File: src/rtl/bmprle_pkg.sv
// Shared types and constants for the BMP RLE4/RLE8 stream decoder.
`timescale 1ns / 1ps
`default_nettype none

package bmprle_pkg;

  localparam int unsigned COORD_W = 13;
  localparam logic [COORD_W-1:0] COORD_MAX = '1;

  // Largest image side honored by the outside-image check
  localparam int unsigned MAX_SIDE = 4096;
  // Compare width: a saturated column plus a full run must not wrap
  localparam int unsigned SIDE_W   = COORD_W + 1;

  localparam logic [7:0] NIB_HI_MASK = 8'hf0;
  localparam logic [7:0] NIB_LO_MASK = 8'h0f;

  // Escape codes following a zero count byte
  localparam logic [7:0] ESC_EOL   = 8'd0;
  localparam logic [7:0] ESC_EOB   = 8'd1;
  localparam logic [7:0] ESC_DELTA = 8'd2;

  // Configuration register indexes
  localparam logic [1:0] CFG_MODE   = 2'd0;
  localparam logic [1:0] CFG_WIDTH  = 2'd1;
  localparam logic [1:0] CFG_HEIGHT = 2'd2;

  // Result event kinds
  localparam logic [1:0] EV_RUN = 2'd0;
  localparam logic [1:0] EV_EOL = 2'd1;
  localparam logic [1:0] EV_EOB = 2'd2;

  typedef enum logic [5:0] {
    PH_COUNT = 6'b000001,
    PH_COLOR = 6'b000010,
    PH_ESC   = 6'b000100,
    PH_DX    = 6'b001000,
    PH_DY    = 6'b010000,
    PH_ABS   = 6'b100000
  } phase_t;

  typedef struct packed {
    phase_t             phase;
    logic [COORD_W-1:0] column;
    logic [COORD_W-1:0] row;
    logic [7:0]         held_count;
    logic [7:0]         abs_left;
    logic               pad_pending;
    logic [7:0]         held_dx;
  } state_t;

  typedef struct packed {
    logic [1:0]         event_kind;
    logic [COORD_W-1:0] start_x;
    logic [COORD_W-1:0] row_y;
    logic [7:0]         run_length;
    logic [7:0]         color_even;
    logic [7:0]         color_odd;
    logic               outside_image;
  } result_t;

endpackage

`default_nettype wire

File: src/rtl/bmprle_step.sv
// Per-byte parse step: next decoder state and the optional result item.
`timescale 1ns / 1ps
`default_nettype none

module bmprle_step (
  input  bmprle_pkg::state_t                   cur,
  input  logic [7:0]                           data_byte,
  input  logic                                 four_bit_mode,
  input  logic [bmprle_pkg::COORD_W-1:0]       image_width,
  input  logic [bmprle_pkg::COORD_W-1:0]       image_height,
  output bmprle_pkg::state_t                   nxt,
  output logic                                 has_result,
  output bmprle_pkg::result_t                  res
);
  import bmprle_pkg::*;

  function automatic logic [COORD_W-1:0] sat_add(input logic [COORD_W-1:0] a,
                                                 input logic [7:0] b);
    logic [COORD_W:0] s;
    s = {1'b0, a} + {{(COORD_W - 7){1'b0}}, b};
    return s[COORD_W] ? COORD_MAX : s[COORD_W-1:0];
  endfunction

  logic [7:0]        hi_nib;
  logic [7:0]        lo_nib;
  logic              emit_run;
  logic [7:0]        run_len;
  logic [7:0]        run_ce;
  logic [7:0]        run_co;
  logic              two_pix;
  logic [7:0]        left_dec;
  logic [SIDE_W-1:0] w_clamp;
  logic [SIDE_W-1:0] h_clamp;
  logic [SIDE_W-1:0] run_end;
  logic              outside;

  assign hi_nib = (data_byte & NIB_HI_MASK) >> 4;
  assign lo_nib = data_byte & NIB_LO_MASK;
  assign two_pix = four_bit_mode && (cur.abs_left >= 8'd2);
  assign left_dec = cur.abs_left - (two_pix ? 8'd2 : 8'd1);

  // Sizes above the supported side behave as the supported side
  assign w_clamp = ({{(SIDE_W - COORD_W){1'b0}}, image_width} > SIDE_W'(MAX_SIDE))
                   ? SIDE_W'(MAX_SIDE) : SIDE_W'(image_width);
  assign h_clamp = ({{(SIDE_W - COORD_W){1'b0}}, image_height} > SIDE_W'(MAX_SIDE))
                   ? SIDE_W'(MAX_SIDE) : SIDE_W'(image_height);
  assign run_end = SIDE_W'(cur.column) + SIDE_W'(run_len);
  assign outside = (SIDE_W'(cur.row) >= h_clamp) || (run_end > w_clamp);

  always_comb begin
    nxt        = cur;
    has_result = 1'b0;
    emit_run   = 1'b0;
    run_len    = 8'd0;
    run_ce     = 8'd0;
    run_co     = 8'd0;
    res        = '0;
    res.start_x = cur.column;
    res.row_y   = cur.row;

    unique case (cur.phase)
      PH_COLOR: begin
        nxt.phase = PH_COUNT;
        emit_run  = 1'b1;
        run_len   = cur.held_count;
        run_ce    = four_bit_mode ? hi_nib : data_byte;
        run_co    = four_bit_mode ? lo_nib : data_byte;
      end
      PH_ESC: begin
        nxt.phase = PH_COUNT;
        unique case (data_byte)
          ESC_EOL: begin
            has_result     = 1'b1;
            res.event_kind = EV_EOL;
            nxt.column     = '0;
            nxt.row        = sat_add(cur.row, 8'd1);
          end
          ESC_EOB: begin
            has_result     = 1'b1;
            res.event_kind = EV_EOB;
            nxt.column     = '0;
            nxt.row        = '0;
          end
          ESC_DELTA: begin
            nxt.phase = PH_DX;
          end
          default: begin
            nxt.phase       = PH_ABS;
            nxt.abs_left    = data_byte;
            // word padding: odd number of data bytes in the run
            nxt.pad_pending = four_bit_mode ? (data_byte[1] ^ data_byte[0])
                                            : data_byte[0];
          end
        endcase
      end
      PH_DX: begin
        nxt.held_dx = data_byte;
        nxt.phase   = PH_DY;
      end
      PH_DY: begin
        nxt.column = sat_add(cur.column, cur.held_dx);
        nxt.row    = sat_add(cur.row, data_byte);
        nxt.phase  = PH_COUNT;
      end
      PH_ABS: begin
        if (cur.abs_left == 8'd0) begin
          // pad byte, dropped
          nxt.pad_pending = 1'b0;
          nxt.phase       = PH_COUNT;
        end else begin
          emit_run     = 1'b1;
          run_len      = two_pix ? 8'd2 : 8'd1;
          run_ce       = four_bit_mode ? hi_nib : data_byte;
          run_co       = four_bit_mode ? (two_pix ? lo_nib : hi_nib) : data_byte;
          nxt.abs_left = left_dec;
          if (left_dec == 8'd0 && !cur.pad_pending) begin
            nxt.phase = PH_COUNT;
          end
        end
      end
      default: begin
        if (data_byte == 8'd0) begin
          nxt.phase = PH_ESC;
        end else begin
          nxt.held_count = data_byte;
          nxt.phase      = PH_COLOR;
        end
      end
    endcase

    if (emit_run) begin
      has_result        = 1'b1;
      res.event_kind    = EV_RUN;
      res.run_length    = run_len;
      res.color_even    = run_ce;
      res.color_odd     = run_co;
      res.outside_image = outside;
      nxt.column        = sat_add(cur.column, run_len);
    end
  end

endmodule

`default_nettype wire

File: src/rtl/bmp_rle_stream_decoder.sv
// Top level of the BMP RLE4/RLE8 stream decoder: state, config and output buffer.
// Results are registered: each result item is held in the output buffer before it reaches the output.
// Throughput: one byte per cycle while in_stall is low; the parse step is a single combinational pass.
// A two-entry output buffer (result register plus skid) keeps input flowing
// after the output stalls until a result lands in the skid; in_stall is the skid-full flag.
// Synchronous active-low reset clears parse state, position and valid flags; config resets to RLE8, MAX_SIDE sides.
`timescale 1ns / 1ps
`default_nettype none

module bmp_rle_stream_decoder (
  input  logic                             clk,
  input  logic                             rst_n,
  input  logic                             in_valid,
  output logic                             in_stall,
  input  logic [7:0]                       in_data_byte,
  output logic                             out_valid,
  input  logic                             out_stall,
  output logic [1:0]                       out_event_kind,
  output logic [bmprle_pkg::COORD_W-1:0]   out_start_x,
  output logic [bmprle_pkg::COORD_W-1:0]   out_row_y,
  output logic [7:0]                       out_run_length,
  output logic [7:0]                       out_color_even,
  output logic [7:0]                       out_color_odd,
  output logic                             out_outside_image,
  input  logic                             cfg_valid,
  output logic                             cfg_ready,
  input  logic [1:0]                       cfg_index,
  input  logic [bmprle_pkg::COORD_W-1:0]   cfg_data
);
  import bmprle_pkg::*;

  logic               four_bit_mode_r;
  logic [COORD_W-1:0] image_width_r;
  logic [COORD_W-1:0] image_height_r;

  state_t  state_r;
  state_t  state_nxt;
  logic    has_result;
  result_t res;

  logic    out_valid_r;
  result_t out_r;
  logic    skid_valid_r;
  result_t skid_r;

  logic    in_accept;
  logic    res_valid;
  logic    out_free;

  assign cfg_ready = 1'b1;
  assign in_stall  = skid_valid_r;
  assign in_accept = in_valid && !skid_valid_r;
  assign res_valid = in_accept && has_result;
  assign out_free  = !out_valid_r || !out_stall;

  bmprle_step u_step (
    .cur           (state_r),
    .data_byte     (in_data_byte),
    .four_bit_mode (four_bit_mode_r),
    .image_width   (image_width_r),
    .image_height  (image_height_r),
    .nxt           (state_nxt),
    .has_result    (has_result),
    .res           (res)
  );

  always_ff @(posedge clk) begin
    if (!rst_n) begin
      four_bit_mode_r <= 1'b0;
      image_width_r   <= COORD_W'(MAX_SIDE);
      image_height_r  <= COORD_W'(MAX_SIDE);
    end else if (cfg_valid && cfg_ready) begin
      case (cfg_index)
        CFG_MODE:   four_bit_mode_r <= cfg_data[0];
        CFG_WIDTH:  image_width_r   <= cfg_data;
        CFG_HEIGHT: image_height_r  <= cfg_data;
        default:    ;
      endcase
    end
  end

  always_ff @(posedge clk) begin
    if (!rst_n) begin
      state_r <= '{phase: PH_COUNT, default: '0};
    end else if (in_accept) begin
      state_r <= state_nxt;
    end
  end

  // Output buffer: result register with one skid entry behind it
  always_ff @(posedge clk) begin
    if (!rst_n) begin
      out_valid_r  <= 1'b0;
      skid_valid_r <= 1'b0;
    end else if (out_free) begin
      if (skid_valid_r) begin
        out_valid_r  <= 1'b1;
        skid_valid_r <= 1'b0;
      end else begin
        out_valid_r <= res_valid;
      end
    end else if (res_valid) begin
      skid_valid_r <= 1'b1;
    end
  end

  always_ff @(posedge clk) begin
    if (out_free) begin
      out_r <= skid_valid_r ? skid_r : res;
    end
    if (!out_free && res_valid) begin
      skid_r <= res;
    end
  end

  assign out_valid         = out_valid_r;
  assign out_event_kind    = out_r.event_kind;
  assign out_start_x       = out_r.start_x;
  assign out_row_y         = out_r.row_y;
  assign out_run_length    = out_r.run_length;
  assign out_color_even    = out_r.color_even;
  assign out_color_odd     = out_r.color_odd;
  assign out_outside_image = out_r.outside_image;

  a_skid_behind_out: assert property (@(posedge clk) disable iff (!rst_n)
    skid_valid_r |-> out_valid_r)
    else $error("skid entry held while result register empty");

  a_run_nonempty: assert property (@(posedge clk) disable iff (!rst_n)
    out_valid_r && out_r.event_kind == EV_RUN |-> out_r.run_length != 8'd0)
    else $error("pixel run item with zero length");

  a_event_clean: assert property (@(posedge clk) disable iff (!rst_n)
    out_valid_r && out_r.event_kind != EV_RUN
      |-> out_r.run_length == 8'd0 && !out_r.outside_image)
    else $error("line or bitmap event carries run data");

  a_abs_pad: assert property (@(posedge clk) disable iff (!rst_n)
    state_r.phase == PH_ABS && state_r.abs_left == 8'd0 |-> state_r.pad_pending)
    else $error("absolute mode exhausted without a pending pad byte");

endmodule

`default_nettype wire
File: config.mk
export PLATFORM = sky130hd
export DESIGN_NAME = bmp_rle_stream_decoder
export DESIGN_NICKNAME = d
export VERILOG_FILES = /design/src/rtl/bmprle_pkg.sv /design/src/rtl/bmprle_step.sv /design/src/rtl/bmp_rle_stream_decoder.sv
export SDC_FILE = /design/constraint.sdc
export NUM_CORES = 1
export LEC_CHECK = 0
export BUFFER_PORTS_ARGS = -buffer_cell sky130_fd_sc_hd__buf_2
export CORE_UTILIZATION = 60
export DETAILED_ROUTE_END_ITERATION = 8
export PLACE_DENSITY_LB_ADDON = 0.3
export SYNTH_ARGS = -nofsm -noshare
export SYNTH_HDL_FRONTEND = slang
export SYNTH_SLANG_ARGS = --single-unit
File: constraint.sdc
create_clock -name clk -period 6.6 [get_ports clk]
set_input_delay 0.66 -clock clk [delete_from_list [all_inputs] [get_ports clk]]
set_output_delay 0.66 -clock clk [all_outputs]
set_load 0.02 [all_outputs]
==> results.yml, run 1 <==
die:
  die_y_um: 131.4
  die_w_um: 131.4
  core_area_um2: 16120
  rows: 46
  num_io_pins: 84
  initial_core_util_pct: 62.33
  die-area_um2: 17260
logic_synthesis:
  async_reset_ff_share_pct: 0
  synth_most_common_cell: "nand2_1"
  avgSynthCellArea_um2: 9.790
  syn-instance-count: 1026
  syn_nets: 1114
  synth-edff-count: 98
  synthTopCellsByArea: "edfxtp_1, dfxtp_1, ha_1"
  ys_seq_area_share_pct: 46.44
  synth_flop_cell: "edfxtp_1"
  synth_top_area_share_pct: 29.30
  synth_largest_area_cell: "edfxtp_1"
  mappedNetlistArea_um2: 10040
  synthTopCellsByCount: "nand2_1, edfxtp_1, dfxtp_1"
  synth_cell_types: 74
  ys_ff_latch: 184
  synth_warnings: 0
cts:
  clkSinkCount: 184
  cts.path.max_buffers: 2
  clk_pin_slew_ns: 0.06
  cts_resized: 0
  cts_buffers: 17
  cts_setup_buffers: 0
  htreeDepth: 4
  cts-root-buf: "clkbuf_16"
  clkLatencyLatePin_ns: 0.44
  tritoncts: "yes"
  ctsHoldBuffers: 0
placement:
  numPortBuffers: 82
  dpl_worst_slack_ns: 1.168
  dp.cells: 1276
  hpwl_um: 16830
  gp_congestion: 0.9540
worst_setup_path:
  end_kind: "flop"
  reg2regPathDepth: 17
  critPathMaxFanout: 9
  r2r-start: "state_r[13]"
  endpoint: "out_outside_image"
  r2r-end: "out_outside_image"
  reg2reg_slack_ns: 1.04
  arrival_ns: 5.71
  critical_path_class: "reg -> reg"
  start_kind: "flop"
  worst_ep_required_time_ns: 6.74
  crit_path_start: "state_r[13]"
pwr:
  design_power_total_mw: 2.371
  p_per_area_nw_per_um2: 212.9
  power.leakage_nw: 4.597
  ir_worst_vdd_v: 0.0002036
grt:
  grt_use_total_pct: 29.30
  grt_max_degree: 55
  grt_pass1_vias: 7626
  grt_overflow_total: 0
  grt_first_pass_wirelength_um: 39900
  antenna_found_initial: 0
timing:
  final-setup-viol-count: 0
  slew_headroom_pct: 25.76
  finClkSkew_ns: 0.008586
  tns_ns: 0
  finalMaxSlewViolations: 0
  post-route-min-period_ns: 5.564
  min_period_over_period_pct: 84.31
  max_freq_ghz: 0.1797
  rsz0062_at_grt: "no"
  worst_pin_slew_ns: 1.112
  hold_viol_final: 0
  fin_ws_ns: 1.036
routing:
  via_count: 8275
  vias_per_cell: 6.326
  dr.pass1.iters: 5
  wire_per_inst_um: 18.98
  drt_iter0_markers: 942
  drc: 0
  ant_nets: 0
  wl_um: 24830
final_layout:
  area_delta_synth_final_pct: 10.82
  layout.nets: 1167
  drive_above_1_share_pct: 16.03
  num_antenna_cells: 0
  fin_cells: 1308
outcome:
  run_status: "finished clean"
hold_path:
  hold_path_class: "reg -> reg"
job:
  maxCapViolCount: 0
cell type report:
| type | instances | area (um^2) |
|---|---|---|
| Timing Repair Buffer | 89 | 462.9 |
| Multi-Input combinational cell | 766 | 5081 |
| Clock inverter | 11 | 123.9 |
| Tap cell | 216 | 270.3 |
| Inverter | 21 | 78.83 |
| Clock buffer | 21 | 450.4 |
| Sequential cell | 184 | 4664 |
| Fill cell | 1240 | 4984 |
metrics by stage:
| stage | utilization (%) | instance area, um^2 | hold slack [ns] |
|---|---|---|---|
| final | 69.08 | 11130 | 0.4566 |
| after floorplan | - | 10040 | 0.4064 |
| after global routing | 69.08 | 11130 | 0.4748 |
| after detailed placement | 65.51 | 10560 | 0.4473 |
| after global placement | 65.51 | 10560 | 0.4385 |
| after CTS | 69.08 | 11130 | 0.4565 |
report_power, final:
group	total, mW	internal, mW	leakage, nW	switching [mW]
Combinational	0.139	0.0474	2.55	0.0912
Clock	1.00	0.567	0.265	0.437
Sequential	1.23	1.22	1.79	0.0123
Total	2.37	1.83	4.60	0.540
sequential cells by signal (all words and copies together), names as in the netlist, 2 cells and up:
signal          count
image_height_r     13
image_width_r      13
out_color_even      8
out_color_odd       4
out_event_kind      2
out_row_y          13
out_run_length      8
out_start_x        13
skid_r             49
state_r            57
cells by family after synthesis:
group,Yosys count,synth area share [%]
AO/OA/AOI/OAI,284,17.70
XOR/XNOR,28,2.442
adder cells (fa/ha/maj),60,7.773
buffers and inverters,76,3.189
flip-flops,184,46.44
multiplexers,61,6.577
other,1,0.03733
AND/OR/NAND/NOR,332,15.84
worst min path at each step:
stage	from	end	slack, ns	cells past startpoint
floorplan	state_r[46]	skid_r[46]	0.41	0
global placement	image_height_r[0]	image_height_r[0]	0.44	2
detailed placement	image_width_r[1]	image_width_r[1]	0.45	2
CTS	image_width_r[1]	image_width_r[1]	0.46	2
global route	cfg_data[6]	image_height_r[6]	0.47	3
finish	image_width_r[4]	image_width_r[4]	0.46	2
metal layers:
layer	wire length, um	part of all wire (%)	track usage, %	vias to the layer above
li1	-	-	-	3908
met1	11030	44	40.53	3982
met2	11500	46	46.51	345
met3	1774	7.1	5.131	40
met4	535	2.2	9.948	0
met5	0	0	0	-
cells in the final DEF (no fill, tap or decap), drive strengths merged, types with 21 or more instances in the layout:
cell	synthesis	layout
xnor2	21	21
clkbuf	38	21
mux2	40	40
inv	21	22
nand2	141	141
ha	56	56
o21ai	79	79
nor2	64	64
buf	17	89
nand3	21	21
dfxtp	86	86
edfxtp	98	98
a31oi	26	26
mux2i	21	21
a21oi	80	80
critical path, stage by stage (launching register included):
cell and delay (ns):
dfxtp_1 0.37, nor4_1 0.56, and3_1 0.32, a21oi_2 0.13
a22o_1 0.25, ha_1 0.22, fa_1 0.41, a21o_1 0.19
a2111o_1 0.44, o31ai_1 0.53, nor3_1 0.12, or2_2 0.30
ha_1 0.29, nand3_1 0.10, nor4_1 0.31, a31oi_1 0.08
a2111oi_0 0.49, a31oi_1 0.14
No activity file was read; power rests on OpenSTA's default activity.
==> inputs of run 2 (changes only) <==
==> constraint.sdc (replaced) <==
create_clock -name clk -period 5.6 [get_ports clk]
set_input_delay 0.56 -clock clk [delete_from_list [all_inputs] [get_ports clk]]
set_output_delay 0.56 -clock clk [all_outputs]
set_load 0.02 [all_outputs]
==> results.yml, run 2 (synthesis gave the netlist of run 1 again) <==
outcome:
  run_status: "finished clean"
timing:
  rsz0062_at_grt: "no"
  max_freq_ghz: 0.1914
  post-route-min-period_ns: 5.224
  final-setup-viol-count: 0
  worst_pin_slew_ns: 1.144
  finalMaxSlewViolations: 0
  min_period_over_period_pct: 93.29
  hold_viol_final: 0
  tns_ns: 0
  finClkSkew_ns: 0.007818
  slew_headroom_pct: 23.49
final_layout:
  area_delta_synth_final_pct: 11.41
  mostFrequentLayoutCell: "nand2_1"
  final_cell_mix: "nand2_1, edfxtp_1, dfxtp_1, buf_2"
  layout.nets: 1170
  final_cell_area_um2: 11190
  top_register: "state_r"
  fin_cells: 1311
  fillCellCount: 1251
  multiInputGateArea_um2: 5089
  num_antenna_cells: 0
  seq_area_um2: 4664
  reg.largest.list: "state_r (57), skid_r (49)"
  largest_register_ffs: 57
  drive_above_1_share_pct: 16.53
die:
  die_w_um: 131.4
  core_area_um2: 16120
  die_y_um: 131.4
  die-area_um2: 17260
  num_io_pins: 84
  initial_core_util_pct: 62.33
  rows: 46
pwr:
  power.leakage_nw: 4.622
  power_frac_seq_pct: 51.1
  p_per_area_nw_per_um2: 253.2
  p_switching_uw: 676.9
  clock_power_share_pct: 43.1
  combPwrFrac_pct: 5.9
  p_int_mw: 2.156
  ir_worst_vdd_v: 0.0002301
  netSwitchingFraction_pct: 23.89
placement:
  dp.cells: 1279
  gp_congestion: 0.9878
  placed_area_um2: 10590
  hpwl_um: 17100
  numPortBuffers: 82
routing:
  drt_iter0_markers: 991
  dr.pass1.iters: 5
  vias_per_cell: 6.286
  wl_um: 25070
  ant_nets: 0
  wire_per_inst_um: 19.12
  drc: 0
  via_count: 8241
worst_setup_path:
  critPathMaxFanout: 9
  reg2reg_slack_ns: 0.38
  r2r-end: "out_outside_image"
  reg2regPathDepth: 18
  r2r-start: "state_r[13]"
  start_kind: "flop"
  worst_ep_required_time_ns: 5.75
  end_kind: "flop"
  critical_path_class: "reg -> reg"
  arrival_ns: 5.37
cts:
  cts-root-buf: "clkbuf_16"
  cts_buffers: 17
  htreeDepth: 4
  clk_pin_slew_ns: 0.07
  clkLatencyLatePin_ns: 0.45
  cts_setup_buffers: 0
  tritoncts: "yes"
  ctsHoldBuffers: 0
  cts.path.max_buffers: 2
  clkSinkCount: 184
hold_path:
  whs_path_depth: 3
  hold_path_class: "in -> reg"
  hold_start: "cfg_data[7]"
  hold_path_end: "image_width_r[7]"
grt:
  grt_first_pass_wirelength_um: 40300
  grt_overflow_total: 0
  grt_max_degree: 53
  grt_use_total_pct: 29.63
  grt_pass1_vias: 7737
  antenna_found_initial: 0
job:
  maxCapViolCount: 0
[run 2: cell types whose count changed in the layout (fill, tap and decap cells not counted)]
| cell | delta |
|---|---|
| buf_4 | +2 |
| nor3_4 | +1 |
| clkinv_4 | -1 |
| a2111oi_1 | +1 |
| a2111oi_0 | -1 |
| clkbuf_1 | -3 |
| nor3_2 | -1 |
| clkinvlp_4 | -1 |
| inv_6 | +4 |
| clkbuf_8 | -1 |
| buf_12 | +1 |
| inv_8 | +2 |
[run 2: worst max-delay path by stage]
stage | from | cells past startpoint | to
after floorplan | state_r[53] | 6 | skid_r[0]
after global placement | state_r[13] | 18 | out_outside_image
after detailed placement | state_r[13] | 18 | out_outside_image
after CTS | state_r[13] | 18 | out_outside_image
after global routing | state_r[13] | 18 | out_outside_image
final | state_r[13] | 18 | out_outside_image
[run 2: per-layer routing]
layer | vias up | part of all wire, % | track usage (%)
met5 | - | 0 | 0
met4 | 0 | 2.7 | 11.82
met3 | 54 | 7.3 | 4.552
met2 | 356 | 46 | 47.28
li1 | 3897 | - | -
met1 | 3934 | 44 | 40.50
[run 2: per-stage QoR]
step / power [mW] / hold slack [ns] / worst slack [ns] / util (%)
floorplan: 1.579 / 0.4064 / 0.03346 / -
finish: 2.833 / 0.3671 / 0.3757 / 69.44
global route: 2.903 / 0.3708 / 0.01186 / 69.44
detailed placement: 1.639 / 0.4446 / 0.4037 / 65.73
global placement: 1.636 / 0.4391 / 0.5877 / 65.73
CTS: 2.835 / 0.3623 / 0.3622 / 69.39
[run 2: what timing repair did]
action                                 in CTS  in global routing
setup endpoints to repair                   0                  2
endpoints found under the hold margin       0                  0
gates resized for setup                     0                  2
[run 2: power groups by stage]
stage	sequential (mW)	clock [mW]	combinational (mW)
floorplan	1.48	0	0.0944
global placement	1.48	0	0.160
detailed placement	1.48	0	0.163
CTS	1.45	1.22	0.164
global route	1.45	1.27	0.180
finish	1.45	1.22	0.166
[run 2: area by class of cell]
cell class	instances	area share [%]
multi-input combinational	766	45.47
sequential	184	41.68
timing repair buffer	92	4.450
clock buffer	17	3.801
tap	216	2.415
clock inverter	15	1.476
inverter	21	0.7044
[run 2: worst max-delay path, stage by stage (launching register included)]
cell	delay, ns
dfxtp_1	0.38
nor4_1	0.29
buf_4	0.17
and3_1	0.21
a21oi_2	0.12
a22o_1	0.22
ha_1	0.22
fa_1	0.41
a21o_1	0.19
a2111o_1	0.45
o31ai_1	0.42
nor3_1	0.12
or2_2	0.30
ha_1	0.29
nand3_1	0.10
nor4_1	0.34
a31oi_1	0.09
a2111oi_1	0.45
a31oi_1	0.15
